[src/hdl/dtw_pkg.sv]
// Shared types and constants of the DDS tuning word writer.
// Used by every module of the block; depends on nothing.

package dtw_pkg;

  localparam int FREQ_WORD_BITS  = 28;
  localparam int PHASE_WORD_BITS = 12;

  localparam int FREQ_IN_BITS  = 32;
  localparam int PHASE_IN_BITS = 10;
  localparam int CLOCK_BITS    = 32;
  localparam int SPI_BITS      = 16;

  localparam logic [CLOCK_BITS-1:0] CLOCK_HZ_RESET = 32'd75000000;

  // round(2^48 / (2*pi)) and its binary point
  localparam int                   PHASE_K_BITS    = 46;
  localparam int                   PHASE_FRAC_BITS = 48;
  localparam logic [PHASE_K_BITS-1:0] PHASE_K      = 46'd44798133900177;

  localparam logic [SPI_BITS-1:0] FREQ_PREFIX_ONE   = 16'h8000;
  localparam logic [SPI_BITS-1:0] FREQ_PREFIX_ZERO  = 16'h4000;
  localparam logic [SPI_BITS-1:0] PHASE_PREFIX_ONE  = 16'hE000;
  localparam logic [SPI_BITS-1:0] PHASE_PREFIX_ZERO = 16'hC000;

  localparam int FREQ_PAYLOAD_BITS  = 14;
  localparam int PHASE_PAYLOAD_BITS = 13;

  typedef struct packed {
    logic [FREQ_IN_BITS-1:0]  freq_hz;
    logic [PHASE_IN_BITS-1:0] phase_rad;
  } in_word_t;

  typedef struct packed {
    logic [SPI_BITS-1:0] spi_word;
    logic                last;
    logic                freq_bank_sel;
    logic                phase_bank_sel;
  } out_word_t;

  typedef enum logic [2:0] {
    S_IDLE,
    S_CALC,
    S_FREQ_MSB,
    S_FREQ_LSB,
    S_PHASE
  } dtw_state_e;

endpackage

[src/hdl/dtw_div.sv]
// Bit-serial restoring divider: round(freq * 2^FREQ_WORD_BITS / clock).
// Depends on dtw_pkg.

module dtw_div (
  input  logic                                clk_i,
  input  logic                                rst_ni,
  input  logic                                start_i,
  input  logic [dtw_pkg::FREQ_IN_BITS-1:0]    freq_i,
  input  logic [dtw_pkg::CLOCK_BITS-1:0]      clock_i,
  output logic                                busy_o,
  output logic [dtw_pkg::FREQ_WORD_BITS-1:0]  word_o
);
  import dtw_pkg::*;

  localparam int DIV_STEPS = FREQ_IN_BITS + FREQ_WORD_BITS;
  localparam int DIV_CNT_W = $clog2(DIV_STEPS + 1);

  logic                      busy_q, busy_d;
  logic [DIV_CNT_W-1:0]      cnt_q, cnt_d;
  logic [FREQ_IN_BITS-1:0]   num_q, num_d;
  logic [CLOCK_BITS-1:0]     rem_q, rem_d;
  logic [FREQ_WORD_BITS-1:0] quo_q, quo_d;
  logic [FREQ_WORD_BITS-1:0] word_q, word_d;
  logic [CLOCK_BITS:0]       trial;
  logic [CLOCK_BITS+1:0]     diff;
  logic                      fits;
  logic                      round_up;

  // one quotient bit a cycle: bring down the next dividend bit, trial subtract
  assign trial    = {rem_q, num_q[FREQ_IN_BITS-1]};
  assign diff     = {1'b0, trial} - {2'b00, clock_i};
  assign fits     = ~diff[CLOCK_BITS+1];
  assign round_up = ({rem_q, 1'b0} >= {1'b0, clock_i});

  always_comb begin
    busy_d = busy_q;
    cnt_d  = cnt_q;
    num_d  = num_q;
    rem_d  = rem_q;
    quo_d  = quo_q;
    word_d = word_q;
    if (start_i) begin
      busy_d = 1'b1;
      cnt_d  = '0;
      num_d  = freq_i;
      rem_d  = '0;
      quo_d  = '0;
    end else if (busy_q) begin
      if (cnt_q == DIV_CNT_W'(DIV_STEPS)) begin
        busy_d = 1'b0;
        if (clock_i == '0) begin
          word_d = '1;
        end else begin
          word_d = quo_q + FREQ_WORD_BITS'(round_up);
        end
      end else begin
        cnt_d = cnt_q + DIV_CNT_W'(1);
        num_d = {num_q[FREQ_IN_BITS-2:0], 1'b0};
        rem_d = fits ? diff[CLOCK_BITS-1:0] : trial[CLOCK_BITS-1:0];
        quo_d = {quo_q[FREQ_WORD_BITS-2:0], fits};
      end
    end
  end

  always_ff @(posedge clk_i or negedge rst_ni) begin
    if (!rst_ni) begin
      busy_q <= 1'b0;
      cnt_q  <= '0;
    end else begin
      busy_q <= busy_d;
      cnt_q  <= cnt_d;
    end
  end

  always_ff @(posedge clk_i) begin
    num_q  <= num_d;
    rem_q  <= rem_d;
    quo_q  <= quo_d;
    word_q <= word_d;
  end

  assign busy_o = busy_q;
  assign word_o = word_q;

endmodule

[src/hdl/dtw_pmul.sv]
// Bit-serial shift-and-add multiplier for the phase word, with rounding.
// Depends on dtw_pkg.

module dtw_pmul (
  input  logic                                 clk_i,
  input  logic                                 rst_ni,
  input  logic                                 start_i,
  input  logic [dtw_pkg::PHASE_IN_BITS-1:0]    phase_i,
  output logic                                 busy_o,
  output logic [dtw_pkg::PHASE_WORD_BITS-1:0]  word_o
);
  import dtw_pkg::*;

  localparam int PROD_W   = PHASE_IN_BITS + PHASE_K_BITS;
  localparam int MUL_CNT_W = $clog2(PHASE_IN_BITS + 1);
  localparam int PW_LO    = PHASE_FRAC_BITS - PHASE_WORD_BITS;

  logic                     busy_q, busy_d;
  logic [MUL_CNT_W-1:0]     cnt_q, cnt_d;
  logic [PHASE_IN_BITS-1:0] ph_q, ph_d;
  logic [PROD_W-1:0]        acc_q, acc_d;
  logic [PROD_W-1:0]        addend;

  // multiplier bits MSB first: double the sum, add K where the bit is set
  assign addend = ph_q[PHASE_IN_BITS-1] ? PROD_W'(PHASE_K) : '0;

  always_comb begin
    busy_d = busy_q;
    cnt_d  = cnt_q;
    ph_d   = ph_q;
    acc_d  = acc_q;
    if (start_i) begin
      busy_d = 1'b1;
      cnt_d  = '0;
      ph_d   = phase_i;
      acc_d  = '0;
    end else if (busy_q) begin
      acc_d = {acc_q[PROD_W-2:0], 1'b0} + addend;
      ph_d  = {ph_q[PHASE_IN_BITS-2:0], 1'b0};
      cnt_d = cnt_q + MUL_CNT_W'(1);
      if (cnt_q == MUL_CNT_W'(PHASE_IN_BITS - 1)) begin
        busy_d = 1'b0;
      end
    end
  end

  always_ff @(posedge clk_i or negedge rst_ni) begin
    if (!rst_ni) begin
      busy_q <= 1'b0;
      cnt_q  <= '0;
    end else begin
      busy_q <= busy_d;
      cnt_q  <= cnt_d;
    end
  end

  always_ff @(posedge clk_i) begin
    ph_q  <= ph_d;
    acc_q <= acc_d;
  end

  // round half up at the bit below the word
  assign busy_o = busy_q;
  assign word_o = acc_q[PHASE_FRAC_BITS-1:PW_LO]
                + PHASE_WORD_BITS'(acc_q[PW_LO-1]);

endmodule

[src/hdl/dds_tuning_word_writer_unit.sv]
// Top level of the DDS tuning word writer: request compare, control, framing.
// Depends on dtw_pkg, dtw_div and dtw_pmul.
//
//   channel | direction | handshake                  | payload
//   --------+-----------+----------------------------+------------------------
//   in      | input     | in_valid_i / in_stall_o    | in_word_i  (in_word_t)
//   out     | output    | out_valid_o / out_stall_i  | out_word_o (out_word_t)
//   cfg     | input     | cfg_we_i                   | cfg_wdata_i (clock, Hz)
//
// An unchanged request is accepted and sends nothing. A changed one is accepted,
// then runs through the serial divider (quotient bits, then a rounding step, with
// the phase multiply alongside), leaves the wait and loads the three words. Reset
// clears the stored request, selects bank one and loads 75 MHz. A stall on the
// output holds the word register and delays the next load; the next request is
// taken while the last word waits.

module dds_tuning_word_writer_unit (
  input  logic                           clk_i,
  input  logic                           rst_ni,
  input  logic                           in_valid_i,
  output logic                           in_stall_o,
  input  dtw_pkg::in_word_t              in_word_i,
  output logic                           out_valid_o,
  input  logic                           out_stall_i,
  output dtw_pkg::out_word_t             out_word_o,
  input  logic                           cfg_we_i,
  input  logic [dtw_pkg::CLOCK_BITS-1:0] cfg_wdata_i
);
  import dtw_pkg::*;

  dtw_state_e                 state_q, state_d;
  logic [FREQ_IN_BITS-1:0]    cur_freq_q;
  logic [PHASE_IN_BITS-1:0]   cur_phase_q;
  logic                       bank_one_q, bank_one_d;
  logic [CLOCK_BITS-1:0]      clock_hz_q;
  logic                       out_valid_q, out_valid_d;
  out_word_t                  out_q, out_d;

  logic                       accept;
  logic                       changed;
  logic                       start;
  logic                       load;
  logic                       div_busy;
  logic                       mul_busy;
  logic [FREQ_WORD_BITS-1:0]  freq_word;
  logic [PHASE_WORD_BITS-1:0] phase_word;
  logic [31:0]                freq_ext;
  logic [15:0]                phase_ext;
  logic [SPI_BITS-1:0]        freq_prefix;
  logic [SPI_BITS-1:0]        phase_prefix;

  dtw_div u_div (
    .clk_i   (clk_i),
    .rst_ni  (rst_ni),
    .start_i (start),
    .freq_i  (in_word_i.freq_hz),
    .clock_i (clock_hz_q),
    .busy_o  (div_busy),
    .word_o  (freq_word)
  );

  dtw_pmul u_pmul (
    .clk_i   (clk_i),
    .rst_ni  (rst_ni),
    .start_i (start),
    .phase_i (in_word_i.phase_rad),
    .busy_o  (mul_busy),
    .word_o  (phase_word)
  );

  // take requests only while nothing is being worked on
  assign in_stall_o = (state_q != S_IDLE);
  assign accept     = in_valid_i && !in_stall_o;
  assign changed    = (in_word_i.freq_hz != cur_freq_q)
                   || (in_word_i.phase_rad != cur_phase_q);
  assign start      = accept && changed;

  // load a word when the register is empty or its word leaves this cycle
  assign load = !out_valid_q || !out_stall_i;

  assign freq_ext     = 32'(freq_word);
  assign phase_ext    = 16'(phase_word);
  assign freq_prefix  = bank_one_q ? FREQ_PREFIX_ONE  : FREQ_PREFIX_ZERO;
  assign phase_prefix = bank_one_q ? PHASE_PREFIX_ONE : PHASE_PREFIX_ZERO;

  always_comb begin
    state_d     = state_q;
    bank_one_d  = bank_one_q;
    out_d       = out_q;
    out_valid_d = out_valid_q && out_stall_i;
    unique case (state_q)
      S_IDLE: begin
        if (start) begin
          state_d = S_CALC;
        end
      end
      S_CALC: begin
        if (!div_busy && !mul_busy) begin
          state_d = S_FREQ_MSB;
        end
      end
      S_FREQ_MSB: begin
        if (load) begin
          out_d.spi_word       = freq_prefix
                               | {2'b00, freq_ext[2*FREQ_PAYLOAD_BITS-1:FREQ_PAYLOAD_BITS]};
          out_d.last           = 1'b0;
          out_d.freq_bank_sel  = 1'b0;
          out_d.phase_bank_sel = 1'b0;
          out_valid_d          = 1'b1;
          state_d              = S_FREQ_LSB;
        end
      end
      S_FREQ_LSB: begin
        if (load) begin
          out_d.spi_word       = freq_prefix | {2'b00, freq_ext[FREQ_PAYLOAD_BITS-1:0]};
          out_d.last           = 1'b0;
          out_d.freq_bank_sel  = 1'b0;
          out_d.phase_bank_sel = 1'b0;
          out_valid_d          = 1'b1;
          state_d              = S_PHASE;
        end
      end
      S_PHASE: begin
        // bank pins follow the bank just written, then flip the bank
        if (load) begin
          out_d.spi_word       = phase_prefix | {3'b000, phase_ext[PHASE_PAYLOAD_BITS-1:0]};
          out_d.last           = 1'b1;
          out_d.freq_bank_sel  = bank_one_q;
          out_d.phase_bank_sel = bank_one_q;
          out_valid_d          = 1'b1;
          bank_one_d           = !bank_one_q;
          state_d              = S_IDLE;
        end
      end
      default: begin
        state_d = S_IDLE;
      end
    endcase
  end

  always_ff @(posedge clk_i or negedge rst_ni) begin
    if (!rst_ni) begin
      state_q     <= S_IDLE;
      cur_freq_q  <= '0;
      cur_phase_q <= '0;
      bank_one_q  <= 1'b1;
      clock_hz_q  <= CLOCK_HZ_RESET;
      out_valid_q <= 1'b0;
    end else begin
      state_q     <= state_d;
      bank_one_q  <= bank_one_d;
      out_valid_q <= out_valid_d;
      if (start) begin
        cur_freq_q  <= in_word_i.freq_hz;
        cur_phase_q <= in_word_i.phase_rad;
      end
      if (cfg_we_i) begin
        clock_hz_q <= cfg_wdata_i;
      end
    end
  end

  always_ff @(posedge clk_i) begin
    out_q <= out_d;
  end

  assign out_valid_o = out_valid_q;
  assign out_word_o  = out_q;

endmodule

[config.mk]
export PLATFORM = sky130hd
export DESIGN_NAME = dds_tuning_word_writer_unit
export DESIGN_NICKNAME = d
export VERILOG_FILES = /design/src/hdl/dtw_pkg.sv /design/src/hdl/dtw_div.sv /design/src/hdl/dtw_pmul.sv /design/src/hdl/dds_tuning_word_writer_unit.sv
export SDC_FILE = /design/constraint.sdc
export NUM_CORES = 1
export LEC_CHECK = 0
export ABC_AREA = 1
export BUFFER_PORTS_ARGS = -buffer_cell sky130_fd_sc_hd__buf_2
export CAP_MARGIN = 10
export CORE_MARGIN = 2
export CORE_UTILIZATION = 43
export DETAILED_ROUTE_END_ITERATION = 10
export MAX_ROUTING_LAYER = met4
export PLACE_DENSITY = 0.57
export SLEW_MARGIN = 20
export SYNTH_ARGS = -nofsm -noshare
export SYNTH_HDL_FRONTEND = slang
export SYNTH_SLANG_ARGS = --single-unit
[constraint.sdc]
create_clock -name clk_i -period 4.6 [get_ports clk_i]
set_input_delay 0.46 -clock clk_i [delete_from_list [all_inputs] [get_ports clk_i]]
set_output_delay 0.46 -clock clk_i [all_outputs]
set_load 0.01 [all_outputs]
* Yosys cells after proc, flatten, opt, wreduce, memory -nomap -nowiden *
Cells that the tools add are included.
W data, S select, Z words.

word-level totals
  register bits = 288
  bits of input ports = 79
  output and inout bits = 21
  logic and storage cells = 104

operators by class
  add/subtract/negate cells = 6
  magnitude comparators = 1
  equality and inequality tests = 14
  mux-type cells = 32
  bitwise operators = 6
  reductions and logical operators = 25

operators by type and width
  cell                   count
  $mux W32               4
  $mux W19               3
  $pmux W19 S3           1
  $add A48 B46 Y48       1
  $mux W46               1
  $sub A33 B32 Y34       1
  $ge A33 B32 Y1         1
  $logic_not A32 Y1      1
  $ne A32 B32 Y1         1
  $or A16 B14 Y16        2
  $add A28 B1 Y28        1
  $mux W10               2
  $mux W6                3
  $mux W16               1
  $or A16 B12 Y16        1
  $mux W3                5
  $pmux W3 S5            1
  $mux W14               1
  $add A12 B1 Y12        1
  $ne A2 B2 Y1 const B   6
  $ne A10 B10 Y1         1
  $mux W1                8
  $mux W4                2
  $add A6 B1 Y6 const B  1
  18 further kinds       34

* Longest topological paths before layout *
Gate-level depths: netlist (run 1).

  depth after elaboration = 6
  mapped depth = 24
  depth with buffers taken out = 24

* By module *
From an unflattened synthesis (run 1), not the netlist that was laid out.

unflattened totals
  cells, all modules = 2434
  area total of the unflattened synthesis = 17600.6 µm²

modules (own cells, without submodules)
  module                       times used  cells each  area each (µm²)  sequential area each (µm²)
  dtw_div                      1           1150        8115.3           3178.0
  dtw_pmul                     1           810         4972.3           1386.3
  dds_tuning_word_writer_unit  1           474         4513.1           2531.2

* Worst setup path before layout (run 1) *
No wires, ideal clock.

  kind = input to register
  start = in in_word_i[10] in the netlist's numbering
  end = reg u_div.word_q[0] (netlist: u_div.word_o[0]), enable pin
  setup time = 0.448 ns
  data arrival time = 3.342 ns
  required time = 4.152 ns
  path slack = 0.810 ns
  stages on the path = 12
  path buffers = 2
  path through = inv_1 -> or2_1 -> nand3_1 -> nor2_1 -> nand2_1 -> nor2_1 -> nand3_1 -> nand2_1 -> inv_1 -> buf_2 -> buf_2 -> nor3_1

on the way
  longest elaborated chain between the ends = 5

ends and longest elaborated chain
  element                             RTL line                           source
  start: declaration                  dds_tuning_word_writer_unit.sv:22  input dtw_pkg::in_word_t in_word_i,
  $ne A32 B32 Y1                      dds_tuning_word_writer_unit.sv:74  assign changed = (in_word_i.freq_hz != cur_freq_q)
  $logic_or A1 B1 Y1                  dds_tuning_word_writer_unit.sv:75  || (in_word_i.phase_rad != cur_phase_q);
  $logic_and A1 B1 Y1                 dds_tuning_word_writer_unit.sv:76  assign start = accept && changed;
  $not A1 Y1 (no source line)         n/a
  $reduce_and A3 Y1 (no source line)  n/a
  end signal: assignment              dtw_div.sv:79                      word_q <= word_d;
  end: declaration                    dtw_div.sv:23                      logic [FREQ_WORD_BITS-1:0] word_q, word_d;

No other way between the ends.
A chain may end at the register's enable or synchronous reset.

* Final worst setup path (run 1) *
  start = reg clock_hz_q[7]
  end = reg u_div.word_q[16] (netlist: u_div.word_o[16]) (data pin)

on the way
  longest elaborated chain between the ends = 2
  elaborated cells between the ends (all ways) = 3
  those cells by class = 1 x add/sub; 1 x order compare; 1 x reduce/logical

ends and longest elaborated chain
  element                   RTL line                            source
  start: declaration        dds_tuning_word_writer_unit.sv:35   logic [CLOCK_BITS-1:0] clock_hz_q;
  start signal: assignment  dds_tuning_word_writer_unit.sv:158  clock_hz_q <= cfg_wdata_i;
  $ge A33 B32 Y1            dtw_div.sv:33                       assign round_up = ({rem_q, 1'b0} >= {1'b0, clock_i});
  $add A28 B1 Y28           dtw_div.sv:54                       word_d = quo_q + FREQ_WORD_BITS'(round_up);

Parallel ways exist; a longest one is shown, timed or not.

==> results of run 1 <==
worst paths after layout:
| kind | start | to | depth (start not counted) |
|---|---|---|---|
| min | cfg_wdata_i[15] | clock_hz_q[15] | 3 |
| max reg2reg | clock_hz_q[7] | u_div.word_o[16] | 21 |
| min reg2reg | u_pmul.acc_q[2] | u_pmul.acc_q[2] | 2 |
| min in group asynchronous | rst_ni | clock_hz_q[28] | 2 |
| max in group asynchronous | rst_ni | cur_freq_q[3] | 4 |
| max | clock_hz_q[7] | u_div.word_o[16] | 21 |
critical path: stages, from the launching register on:
cell	delay [ps]
dfstp_2	530
inv_1	50
ha_1	330
nand2_1	150
nor2_4	180
nand2_1	90
nand2_1	60
nand2_1	80
nand2_1	90
nand2_2	110
nand3_1	140
ha_1	190
ha_1	210
nand3_1	110
nor2_1	230
nand3_1	170
nor2_1	150
nand3_1	120
nor2_1	140
nand3_1	110
a21oi_1	130
o21ai_1	70
stage by stage:
| stage | hold WS (ps) | util |
|---|---|---|
| after global placement | 452 | 0.462 |
| after global routing | 136 | 0.489 |
| final | 130 | 0.489 |
| after CTS | 98.5 | 0.488 |
| after floorplan | 164 | - |
| after detailed placement | 454 | 0.462 |
cells by family after synthesis:
logic type               share of synthesized area
AND/OR/NAND/NOR                              0.316
AO/OA/AOI/OAI                                0.101
flip-flops                                   0.407
XOR/XNOR                                    0.0361
adder cells (fa/ha/maj)                     0.0463
buffers and inverters                       0.0941
layer usage:
layer  up-vias  GRT usage  routed length [um]
li1       8073          -                   -
met1      7095      0.316               22800
met2       304      0.366               20900
met3        64     0.0277                1800
met4         0     0.0707                1080
met5         -          -                   0
flip-flops by register name, indices dropped and copies added (netlist names):
| signal | cells |
|---|---|
| u_pmul.acc_q | 48 |
| clock_hz_q | 32 |
| cur_freq_q | 32 |
| u_div.num_q | 32 |
| u_div.rem_q | 32 |
| u_div.quo_q | 28 |
| u_div.word_o | 28 |
| out_word_o | 18 |
| cur_phase_q | 10 |
| u_pmul.ph_q | 10 |
| u_div.cnt_q | 6 |
| u_pmul.cnt_q | 4 |
| state_q | 3 |
| bank_one_q | 1 |
| out_valid_o | 1 |
| u_div.busy_o | 1 |
| u_pmul.busy_o | 1 |
what timing repair did:
action | in CTS | in global routing
hold endpoints to repair | 0 | 11
setup endpoints to repair | 0 | 0
hold buffers | 0 | 1
power by group through the flow:
stage / logic [mW] / clock network (mW) / registers (mW)
floorplan: 5.18 / 0 / 4.27
global placement: 6.65 / 0 / 4.40
detailed placement: 6.72 / 0 / 4.42
CTS: 6.77 / 2.69 / 4.38
global route: 7.78 / 2.79 / 4.49
finish: 6.74 / 2.61 / 4.38
final cells by class:
cell class / count / area [sq um] / share of cell area
flip-flops and latches: 287 / 7100 / 0.363
inverters: 355 / 1330 / 0.0683
diodes: 1 / 2.50 / 0.000128
repair buffers: 116 / 648 / 0.0332
clock inverters: 10 / 83.8 / 0.00429
multi-input cells: 1774 / 8730 / 0.447
well taps: 525 / 657 / 0.0336
clock buffers: 52 / 980 / 0.0502
layout by cell type, fill, tap and decap left out, types with 5 or more instances in the layout:
master / instances
nand2_1: 786
inv_1: 340
nor2_1: 285
nand3_1: 126
o21ai_0: 121
dfxtp_1: 108
a21oi_1: 99
buf_2: 98
edfxtp_1: 88
dfrtp_1: 79
ha_1: 63
xor2_1: 37
o22ai_1: 36
xnor2_1: 35
clkbuf_16: 35
nand4_1: 31
nor3_1: 26
o21bai_1: 22
buf_4: 16
inv_2: 14
clkbuf_1: 13
dfstp_2: 11
nand2_2: 10
o21ai_1: 10
nor4_1: 10
nand3b_1: 9
o211ai_1: 7
nand3_2: 7
a31oi_1: 6
nor2_4: 5
nor2_2: 5
==> impl_metrics.env, run 1 <==
export IMPL_synth_commonest_cells="nand2_1, inv_1, nor2_1"
export IMPL_initial_utilization=0.437
export IMPL_result_of_the_run="finished clean"
export IMPL_critPathArrivalTime_ps=3980
export IMPL_worst_slack_ps=898
export IMPL_synth_edf_count=88
export IMPL_final_nets=2712
export IMPL_power_per_cell_area_mw_per_mm2=703
export IMPL_final_hold_violation_count=0
export IMPL_actual_transition_at_the_worst_max_transition_pin_ps=1030
export IMPL_dp_slack_ps=910
export IMPL_rsz0062_at_grt="no"
export IMPL_slew_violations=0
export IMPL_clock_sink_count=287
export IMPL_grt_pass1_vias=14900
export IMPL_drtAntennaViolNets=0
export IMPL_cp_required_ps=4880
export IMPL_synth_ff_latch_count=287
export IMPL_grt_max_degree=79
export IMPL_finClkSkew_ps=20.8
export IMPL_cts_max_path_buffers=3
export IMPL_dieWidth_um=205
export IMPL_rows=73
export IMPL_fp_coreArea_sq_mm=0.0399
export IMPL_asyncSetResetFlopFracSynth=0.317
export IMPL_placed_area_sq_mm=0.0184
export IMPL_total_leakage_power_nw=9.65
export IMPL_postCtsResizedCells=0
export IMPL_gp_congestion=0.926
export IMPL_post_synth_cell_area_avg_sq_um=7.03
export IMPL_clk_pwr_share=0.190
export IMPL_cts_root_buf="clkbuf_16"
export IMPL_floorplan_die_height_um=205
export IMPL_tritoncts_num_buffers=35
export IMPL_drt_wirelength_per_cell_um=14.9
export IMPL_dp_hpwl_um=34600
export IMPL_yosys_cell_count_top_type="nand2_1"
export IMPL_post_layout_nonfiller_instances=3120
export IMPL_combinationalPowerShare=0.491
export IMPL_cts_post_setup_buffers_inserted=0
export IMPL_num_fill_cells=4042
export IMPL_antenna_found_initial=1
export IMPL_final_min_period_over_clock_period=0.805
export IMPL_insertion_delay_ps=540
export IMPL_die_area_sq_mm=0.0422
export IMPL_shortest_clock_period_the_worst_path_allows_after_layout_ps=3700
export IMPL_io_buffers=99
export IMPL_power_switching_fraction=0.445
export IMPL_post_layout_total_power_mw=13.7
export IMPL_route_detailed_vias_per_inst=4.98
export IMPL_vias=15500
export IMPL_seq_power_share=0.319
export IMPL_synth_top_area_cell="nand2_1"
export IMPL_placedCellCount=3055
export IMPL_power_ir_vdd_worst_mv=0.384
export IMPL_syn_inst=2481
export IMPL_worst_path_max_fanout=5
export IMPL_clkTransAtPathRegs_ps=60
export IMPL_final_layout_size_suffix_gt1_frac=0.0887
export IMPL_yosys_area_top_type_share=0.169
export IMPL_drc=0
export IMPL_drt_pre_antenna_iters=5
export IMPL_count_of_boundary_i_o_pins=100
export IMPL_htree_num_levels=2
export IMPL_syn2layout_area_growth_pct=11.9
export IMPL_achievable_frequency_ghz=0.270
export IMPL_timing_hold_worst_class="in2reg"
export IMPL_max_cap_violations=0
export IMPL_cts_tree="yes"
export IMPL_routed_wl_um=46600
export IMPL_maxSlewHeadroom=0.312
export IMPL_p_switching_mw=6.11
export IMPL_ys_types=53
export IMPL_synth_top_cells_by_area="nand2_1, edfxtp_1, dfxtp_1, dfrtp_1, inv_1"
export IMPL_synthesis_area_sq_mm=0.0175
export IMPL_grt_util_all_layers=0.233
export IMPL_grt_ovfl_total=0
export IMPL_final_area_sq_mm=0.0195
export IMPL_setup_tns_final_ps=0
export IMPL_synth_warning_count=0
export IMPL_timing_final_setup_violations=0
export IMPL_startpoint_type="flop"
export IMPL_mappedNetlistNets=2624
export IMPL_grt_pass1_wl_um=76400
export IMPL_crit_path_end_kind="flop"
export IMPL_worst_r2r_setup_slack_ps=900
export IMPL_synth_seq_area_share=0.407
export IMPL_worst_setup_path_type="reg2reg"
export IMPL_p_int_mw=7.62
export IMPL_initialDrtViolationCount=971
export IMPL_postSynth_topFlopCell="dfxtp_1"
No activity file was read; power rests on OpenSTA's default activity.
==> run 2, diff against run 1 <==
- PLACE_DENSITY: 0.57 -> 0.59
- clock period: 4.6 -> 3 ns (I/O delays scaled with it)
==> impl_metrics.env, run 2 (synthesized netlist as in run 1, its figures left out) <==
export IMPL_result_of_the_run="finished, violations left"
export IMPL_violated_checks="negative setup slack"
export IMPL_cts_root_buf="clkbuf_16"
export IMPL_drt_wirelength_per_cell_um=14.7
export IMPL_achievable_frequency_ghz=0.311
export IMPL_final_min_period_over_clock_period=1.07
export IMPL_final_layout_size_suffix_gt1_frac=0.175
export IMPL_final_area_sq_mm=0.0219
export IMPL_initial_utilization=0.437
export IMPL_post_layout_nonfiller_instances=3342
export IMPL_io_buffers=99
export IMPL_finClkSkew_ps=20.6
export IMPL_timing_final_setup_violations=23
export IMPL_drc=0
export IMPL_grt_pass1_vias=16200
export IMPL_die_area_sq_mm=0.0422
export IMPL_post_layout_total_power_mw=23.0
export IMPL_cts_tree="yes"
export IMPL_initialDrtViolationCount=1106
export IMPL_cts_max_path_buffers=3
export IMPL_actual_transition_at_the_worst_max_transition_pin_ps=783
export IMPL_drtAntennaViolNets=0
export IMPL_critPathArrivalTime_ps=3520
export IMPL_floorplan_die_height_um=205
export IMPL_shortest_clock_period_the_worst_path_allows_after_layout_ps=3210
export IMPL_power_per_cell_area_mw_per_mm2=1050
export IMPL_reg2reg_depth=20
export IMPL_critical_path_max_stage_delay_ps=540
export IMPL_worst_setup_path_type="reg2reg"
export IMPL_clk_pwr_share=0.185
export IMPL_multiInputGateArea_sq_mm=0.00923
export IMPL_rows=73
export IMPL_largest_register="u_pmul.acc_q"
export IMPL_most_used_cells_in_the_layout_excluding_fill_and_tap_cells="nand2_1, inv_1, nor2_1"
export IMPL_max_cap_violations=0
export IMPL_grt_pass1_wl_um=81000
export IMPL_startpoint_type="flop"
export IMPL_num_fill_cells=3886
export IMPL_placedCellCount=3190
export IMPL_hold_path_startpoint="in_word_i[29]"
export IMPL_htree_num_levels=2
export IMPL_largest_register_ff_count=48
export IMPL_vias=16500
export IMPL_grt_max_degree=78
export IMPL_antenna_found_initial=1
export IMPL_timing_hold_worst_class="in2reg"
export IMPL_combinationalPowerShare=0.523
export IMPL_worst_path_max_fanout=4
export IMPL_worst_slack_ps=-211
export IMPL_power_ir_vdd_worst_mv=0.570
export IMPL_drt_pre_antenna_iters=5
export IMPL_clock_sink_count=287
export IMPL_worst_hold_path_endpoint="cur_freq_q[19]"
export IMPL_finalCoreUtilization=0.549
export IMPL_p_int_mw=13.0
export IMPL_total_leakage_power_nw=10.8
export IMPL_routed_wl_um=49100
export IMPL_slew_violations=0
export IMPL_worstReg2RegStart="clock_hz_q[11]"
export IMPL_tritoncts_num_buffers=36
export IMPL_clkTransAtPathRegs_ps=60
export IMPL_crit_slowest_cell="dfstp_2"
export IMPL_p_switching_mw=10.0
export IMPL_grt_util_all_layers=0.245
export IMPL_crit_path_end_kind="flop"
export IMPL_placed_area_sq_mm=0.0197
export IMPL_final_nets=2930
export IMPL_dieWidth_um=205
export IMPL_cp_required_ps=3310
export IMPL_layout_cells_most_common="nand2_1"
export IMPL_gp_congestion=0.955
export IMPL_syn2layout_area_growth_pct=25.6
export IMPL_route_detailed_vias_per_inst=4.94
export IMPL_maxSlewHeadroom=0.478
export IMPL_min_path_cells=3
export IMPL_worst_r2r_setup_slack_ps=-210
export IMPL_dp_hpwl_um=36600
export IMPL_timing_critical_path_cells="inv_2 > ha_4 > nand2_4 > inv_2 > nand2_2 > nor2_4 > nand3_4 > nor2_4 > nand2_2 > nand3_4 > ha_4 > buf_6 > ha_4 > nand3_4 > nor2_4 > nand3_2 > nor2_2 > nand2_2 > o22a_1 > or2_1"
export IMPL_insertion_delay_ps=550
export IMPL_rsz0062_at_grt="yes"
export IMPL_final_hold_violation_count=0
export IMPL_critical_path_reg2reg_endpoint="u_div.word_o[20]"
export IMPL_seq_power_share=0.292
export IMPL_grt_ovfl_total=0
export IMPL_power_switching_fraction=0.434
export IMPL_register_area_sq_mm=0.00710
export IMPL_count_of_boundary_i_o_pins=100
export IMPL_fp_coreArea_sq_mm=0.0399
run 2: per-layer routing:
metal / up-vias / wire, um / track usage
met4: 0 / 1180 / 0.0658
met1: 7599 / 23000 / 0.318
met5: - / 0 / -
li1: 8527 / - / -
met3: 70 / 2100 / 0.0325
met2: 300 / 22800 / 0.403
run 2: worst max-delay path by stage:
stage / start / to / slack (ps) / cells after the start
after detailed placement: clock_hz_q[14] / u_div.word_o[16] / -280 / 21
after CTS: clock_hz_q[14] / u_div.word_o[23] / -190 / 21
after global routing: clock_hz_q[22] / u_div.word_o[26] / -420 / 22
after global placement: clock_hz_q[14] / u_div.word_o[23] / -210 / 21
after floorplan: clock_hz_q[6] / u_div.word_o[16] / -20 / 21
final: clock_hz_q[11] / u_div.word_o[20] / -210 / 20
run 2: area by class of cell:
cell class	instances	area share
diodes	2	0.000228
inverters	355	0.0610
clock inverters	13	0.00611
repair buffers	333	0.110
clock buffers	53	0.0473
flip-flops and latches	287	0.324
well taps	525	0.0300
multi-input cells	1774	0.421
run 2: power by group through the flow:
stage | Clock, mW | Combinational [mW] | Sequential [mW]
floorplan | 0 | 8.11 | 6.58
global placement | 0 | 11.3 | 6.72
detailed placement | 0 | 11.5 | 6.75
CTS | 4.36 | 11.8 | 6.71
global route | 4.53 | 13.7 | 6.90
finish | 4.25 | 12.1 | 6.73
run 2: what timing repair did:
| action | 4_1_cts | 5_1_grt |
|---|---|---|
| endpoints found under the hold margin | 73 | 0 |
| pin swaps | 20 | 42 |
| buffers inserted | 26 | 12 |
| hold buffers | 46 | 0 |
| endpoints found under the setup margin | 15 | 28 |
| gates resized for setup | 29 | 70 |
run 2: worst max-delay path, delay by kind of cell, from the launching register on:
kind,cells,cell delay [ps]
and+or+nand+nor,13,1450
adders and majority gates,3,560
DFF,1,540
buffers and inverters,3,210
AOI/OAI and AO/OA,1,210
run 2: through the flow:
stage,hold slack (ps),TNS [ps],setup slack [ps]
4_1_cts,0.208,-1670,-186
3_5_place_dp,348,-2360,-282
3_3_place_gp,345,-1450,-213
2_1_floorplan,4.41,-39.8,-24.4
6_report,23.2,-2450,-211
5_1_grt,13.0,-7200,-421
==> run 3, diff against run 2 <==
- CTS_BUF_LIST: unset -> sky130_fd_sc_hd__clkbuf_4
- RECOVER_POWER: unset -> 50
==> impl_metrics.env, run 3 (synthesized netlist as in run 1, its figures left out) <==
export IMPL_slew_violations=39
export IMPL_htree_num_levels=3
export IMPL_gp_congestion=0.955
export IMPL_actual_transition_at_the_worst_max_transition_pin_ps=2460
export IMPL_crit_slowest_cell="dfstp_2"
export IMPL_grt_ovfl_total=0
export IMPL_grt_util_all_layers=0.252
export IMPL_dp_hpwl_um=36600
export IMPL_crit_path_end_kind="flop"
export IMPL_min_path_cells=4
export IMPL_achievable_frequency_ghz=0.302
export IMPL_floorplan_die_height_um=205
export IMPL_timing_critical_path_cells="inv_2 > ha_4 > nand2_4 > nor2_4 > nand2_2 > nand2_2 > nand2_2 > nand2_2 > nand2_2 > nand3_4 > ha_4 > buf_4 > nand3_4 > nor2_4 > nand2_2 > buf_6 > nor2_4 > nand3_4 > nor4_4 > nand3_1 > nand2_1 > nand3_1"
export IMPL_critical_path_max_stage_delay_ps=540
export IMPL_setup_tns_final_ps=-6400
export IMPL_final_nets=3027
export IMPL_worst_path_max_fanout=4
export IMPL_power_ir_vdd_worst_mv=0.448
export IMPL_largest_register_ff_count=48
export IMPL_combinationalPowerShare=0.536
export IMPL_hold_path_startpoint="cfg_we_i"
export IMPL_p_int_mw=12.6
export IMPL_routed_wl_um=50200
export IMPL_final_hold_violation_count=0
export IMPL_worst_r2r_setup_slack_ps=-320
export IMPL_clock_sink_count=287
export IMPL_rsz0062_at_grt="yes"
export IMPL_timing_hold_worst_class="in2reg"
export IMPL_layout_cells_most_common="nand2_1"
export IMPL_drt_wirelength_per_cell_um=14.4
export IMPL_maxSlewHeadroom=-0.643
export IMPL_startpoint_type="flop"
export IMPL_dieWidth_um=205
export IMPL_violated_checks="max-capacitance violations, max-slew violations, negative setup slack"
export IMPL_largest_register="u_pmul.acc_q"
export IMPL_drc=0
export IMPL_most_used_cells_in_the_layout_excluding_fill_and_tap_cells="nand2_1, inv_1, nor2_1"
export IMPL_grt_pass1_vias=16900
export IMPL_antenna_found_initial=3
export IMPL_seq_power_share=0.298
export IMPL_max_cap_violations=1
export IMPL_total_leakage_power_nw=11.1
export IMPL_drtAntennaViolNets=0
export IMPL_clk_pwr_share=0.166
export IMPL_cp_required_ps=3500
export IMPL_count_of_boundary_i_o_pins=100
export IMPL_fp_coreArea_sq_mm=0.0399
export IMPL_final_min_period_over_clock_period=1.11
export IMPL_clkTransAtPathRegs_ps=60
export IMPL_vias=17100
export IMPL_worst_slack_ps=-316
export IMPL_num_fill_cells=3882
export IMPL_timing_hold_ws_ps=105
export IMPL_initialDrtViolationCount=965
export IMPL_drt_pre_antenna_iters=5
export IMPL_syn2layout_area_growth_pct=28.1
export IMPL_power_per_cell_area_mw_per_mm2=1010
export IMPL_critical_path_reg2reg_endpoint="u_div.word_o[27]"
export IMPL_power_switching_fraction=0.445
export IMPL_route_detailed_vias_per_inst=4.90
export IMPL_cts_tree="yes"
export IMPL_finClkSkew_ps=41.1
export IMPL_crit_path_top_cell_by_count="nand2_2"
export IMPL_worst_hold_path_endpoint="clock_hz_q[14]"
export IMPL_worst_setup_path_type="reg2reg"
export IMPL_result_of_the_run="finished, violations left"
export IMPL_timing_final_setup_violations=55
export IMPL_reg2reg_depth=22
export IMPL_finalCoreUtilization=0.560
export IMPL_grt_pass1_wl_um=82900
export IMPL_initial_utilization=0.437
export IMPL_critPathArrivalTime_ps=3820
export IMPL_p_switching_mw=10.1
export IMPL_die_area_sq_mm=0.0422
export IMPL_tritoncts_num_buffers=83
export IMPL_worstReg2RegStart="clock_hz_q[6]"
export IMPL_shortest_clock_period_the_worst_path_allows_after_layout_ps=3320
export IMPL_final_layout_size_suffix_gt1_frac=0.189
export IMPL_cts_max_path_buffers=3
export IMPL_grt_max_degree=78
export IMPL_insertion_delay_ps=790
export IMPL_cts_root_buf="clkbuf_4"
export IMPL_io_buffers=99
export IMPL_rows=73
[run 3: changes by cell type in the layout (fill, tap and decap cells not counted), sizes merged]
cell,change
dlygate4sd3,+43
clkbuf,+111
clkinvlp,-2
inv,+1
clkinv,+17
diode,+3
buf,-32
[run 3: layout make-up]
class                      instances  area, sq um  area share
multi-input combinational       1774         9300       0.416
tap                              525          657      0.0294
clock buffer                     125          938      0.0420
antenna                            5         12.5    0.000560
clock inverter                    29          151     0.00677
inverter                         355         1330      0.0597
sequential                       287         7100       0.318
timing repair buffer             383         2870       0.128
[run 3: layer usage]
metal  global-route usage  wire length [um]
met5                    -                 0
met4               0.0889              1480
met3               0.0437              2050
met2                0.409             23300
met1                0.317             23400
[run 3: how the worst max path moves through the flow]
stage,start,endpoint,slack [ps],depth (start not counted)
floorplan,clock_hz_q[6],u_div.word_o[16],-20,21
detailed placement,clock_hz_q[14],u_div.word_o[16],-280,21
CTS,clock_hz_q[14],u_div.word_o[23],-210,21
global placement,clock_hz_q[14],u_div.word_o[23],-210,21
finish,clock_hz_q[6],u_div.word_o[27],-320,22
global route,clock_hz_q[6],u_div.word_o[23],-470,22
[run 3: timing repair]
item | 4_1_cts | 5_1_grt
resized for setup | 33 | 79
hold endpoints to repair | 177 | 0
pin swaps | 20 | 41
setup endpoints to repair | 15 | 33
hold buffers | 89 | 0
setup buffers | 42 | 12
[run 3: power by group through the flow]
stage | clock, mW | combinational, mW | sequential, mW
CTS | 3.89 | 11.9 | 6.70
detailed placement | 0 | 11.5 | 6.75
finish | 3.76 | 12.1 | 6.74
global route | 4.11 | 13.8 | 6.91
global placement | 0 | 11.3 | 6.72
floorplan | 0 | 8.11 | 6.58
[run 3: metrics by stage]
| step | power [mW] | std cells | cell area, sq um | setup WS [ps] |
|---|---|---|---|---|
| after global placement | 18.0 | 3190 | 19700 | -213 |
| final | 22.6 | 3483 | 22400 | -316 |
| after CTS | 22.5 | 3475 | 22100 | -209 |
| after global routing | 24.8 | 3483 | 22400 | -474 |
| after detailed placement | 18.2 | 3190 | 19700 | -282 |
| after floorplan | 14.7 | 2481 | 17700 | -24.4 |
[run 3: critical path, delay by kind of cell (launching register included)]
| kind | cells | cell delay (ps) |
|---|---|---|
| flops | 1 | 540 |
| buf+inv | 3 | 280 |
| fa+ha+maj | 2 | 420 |
| simple gates | 17 | 1810 |
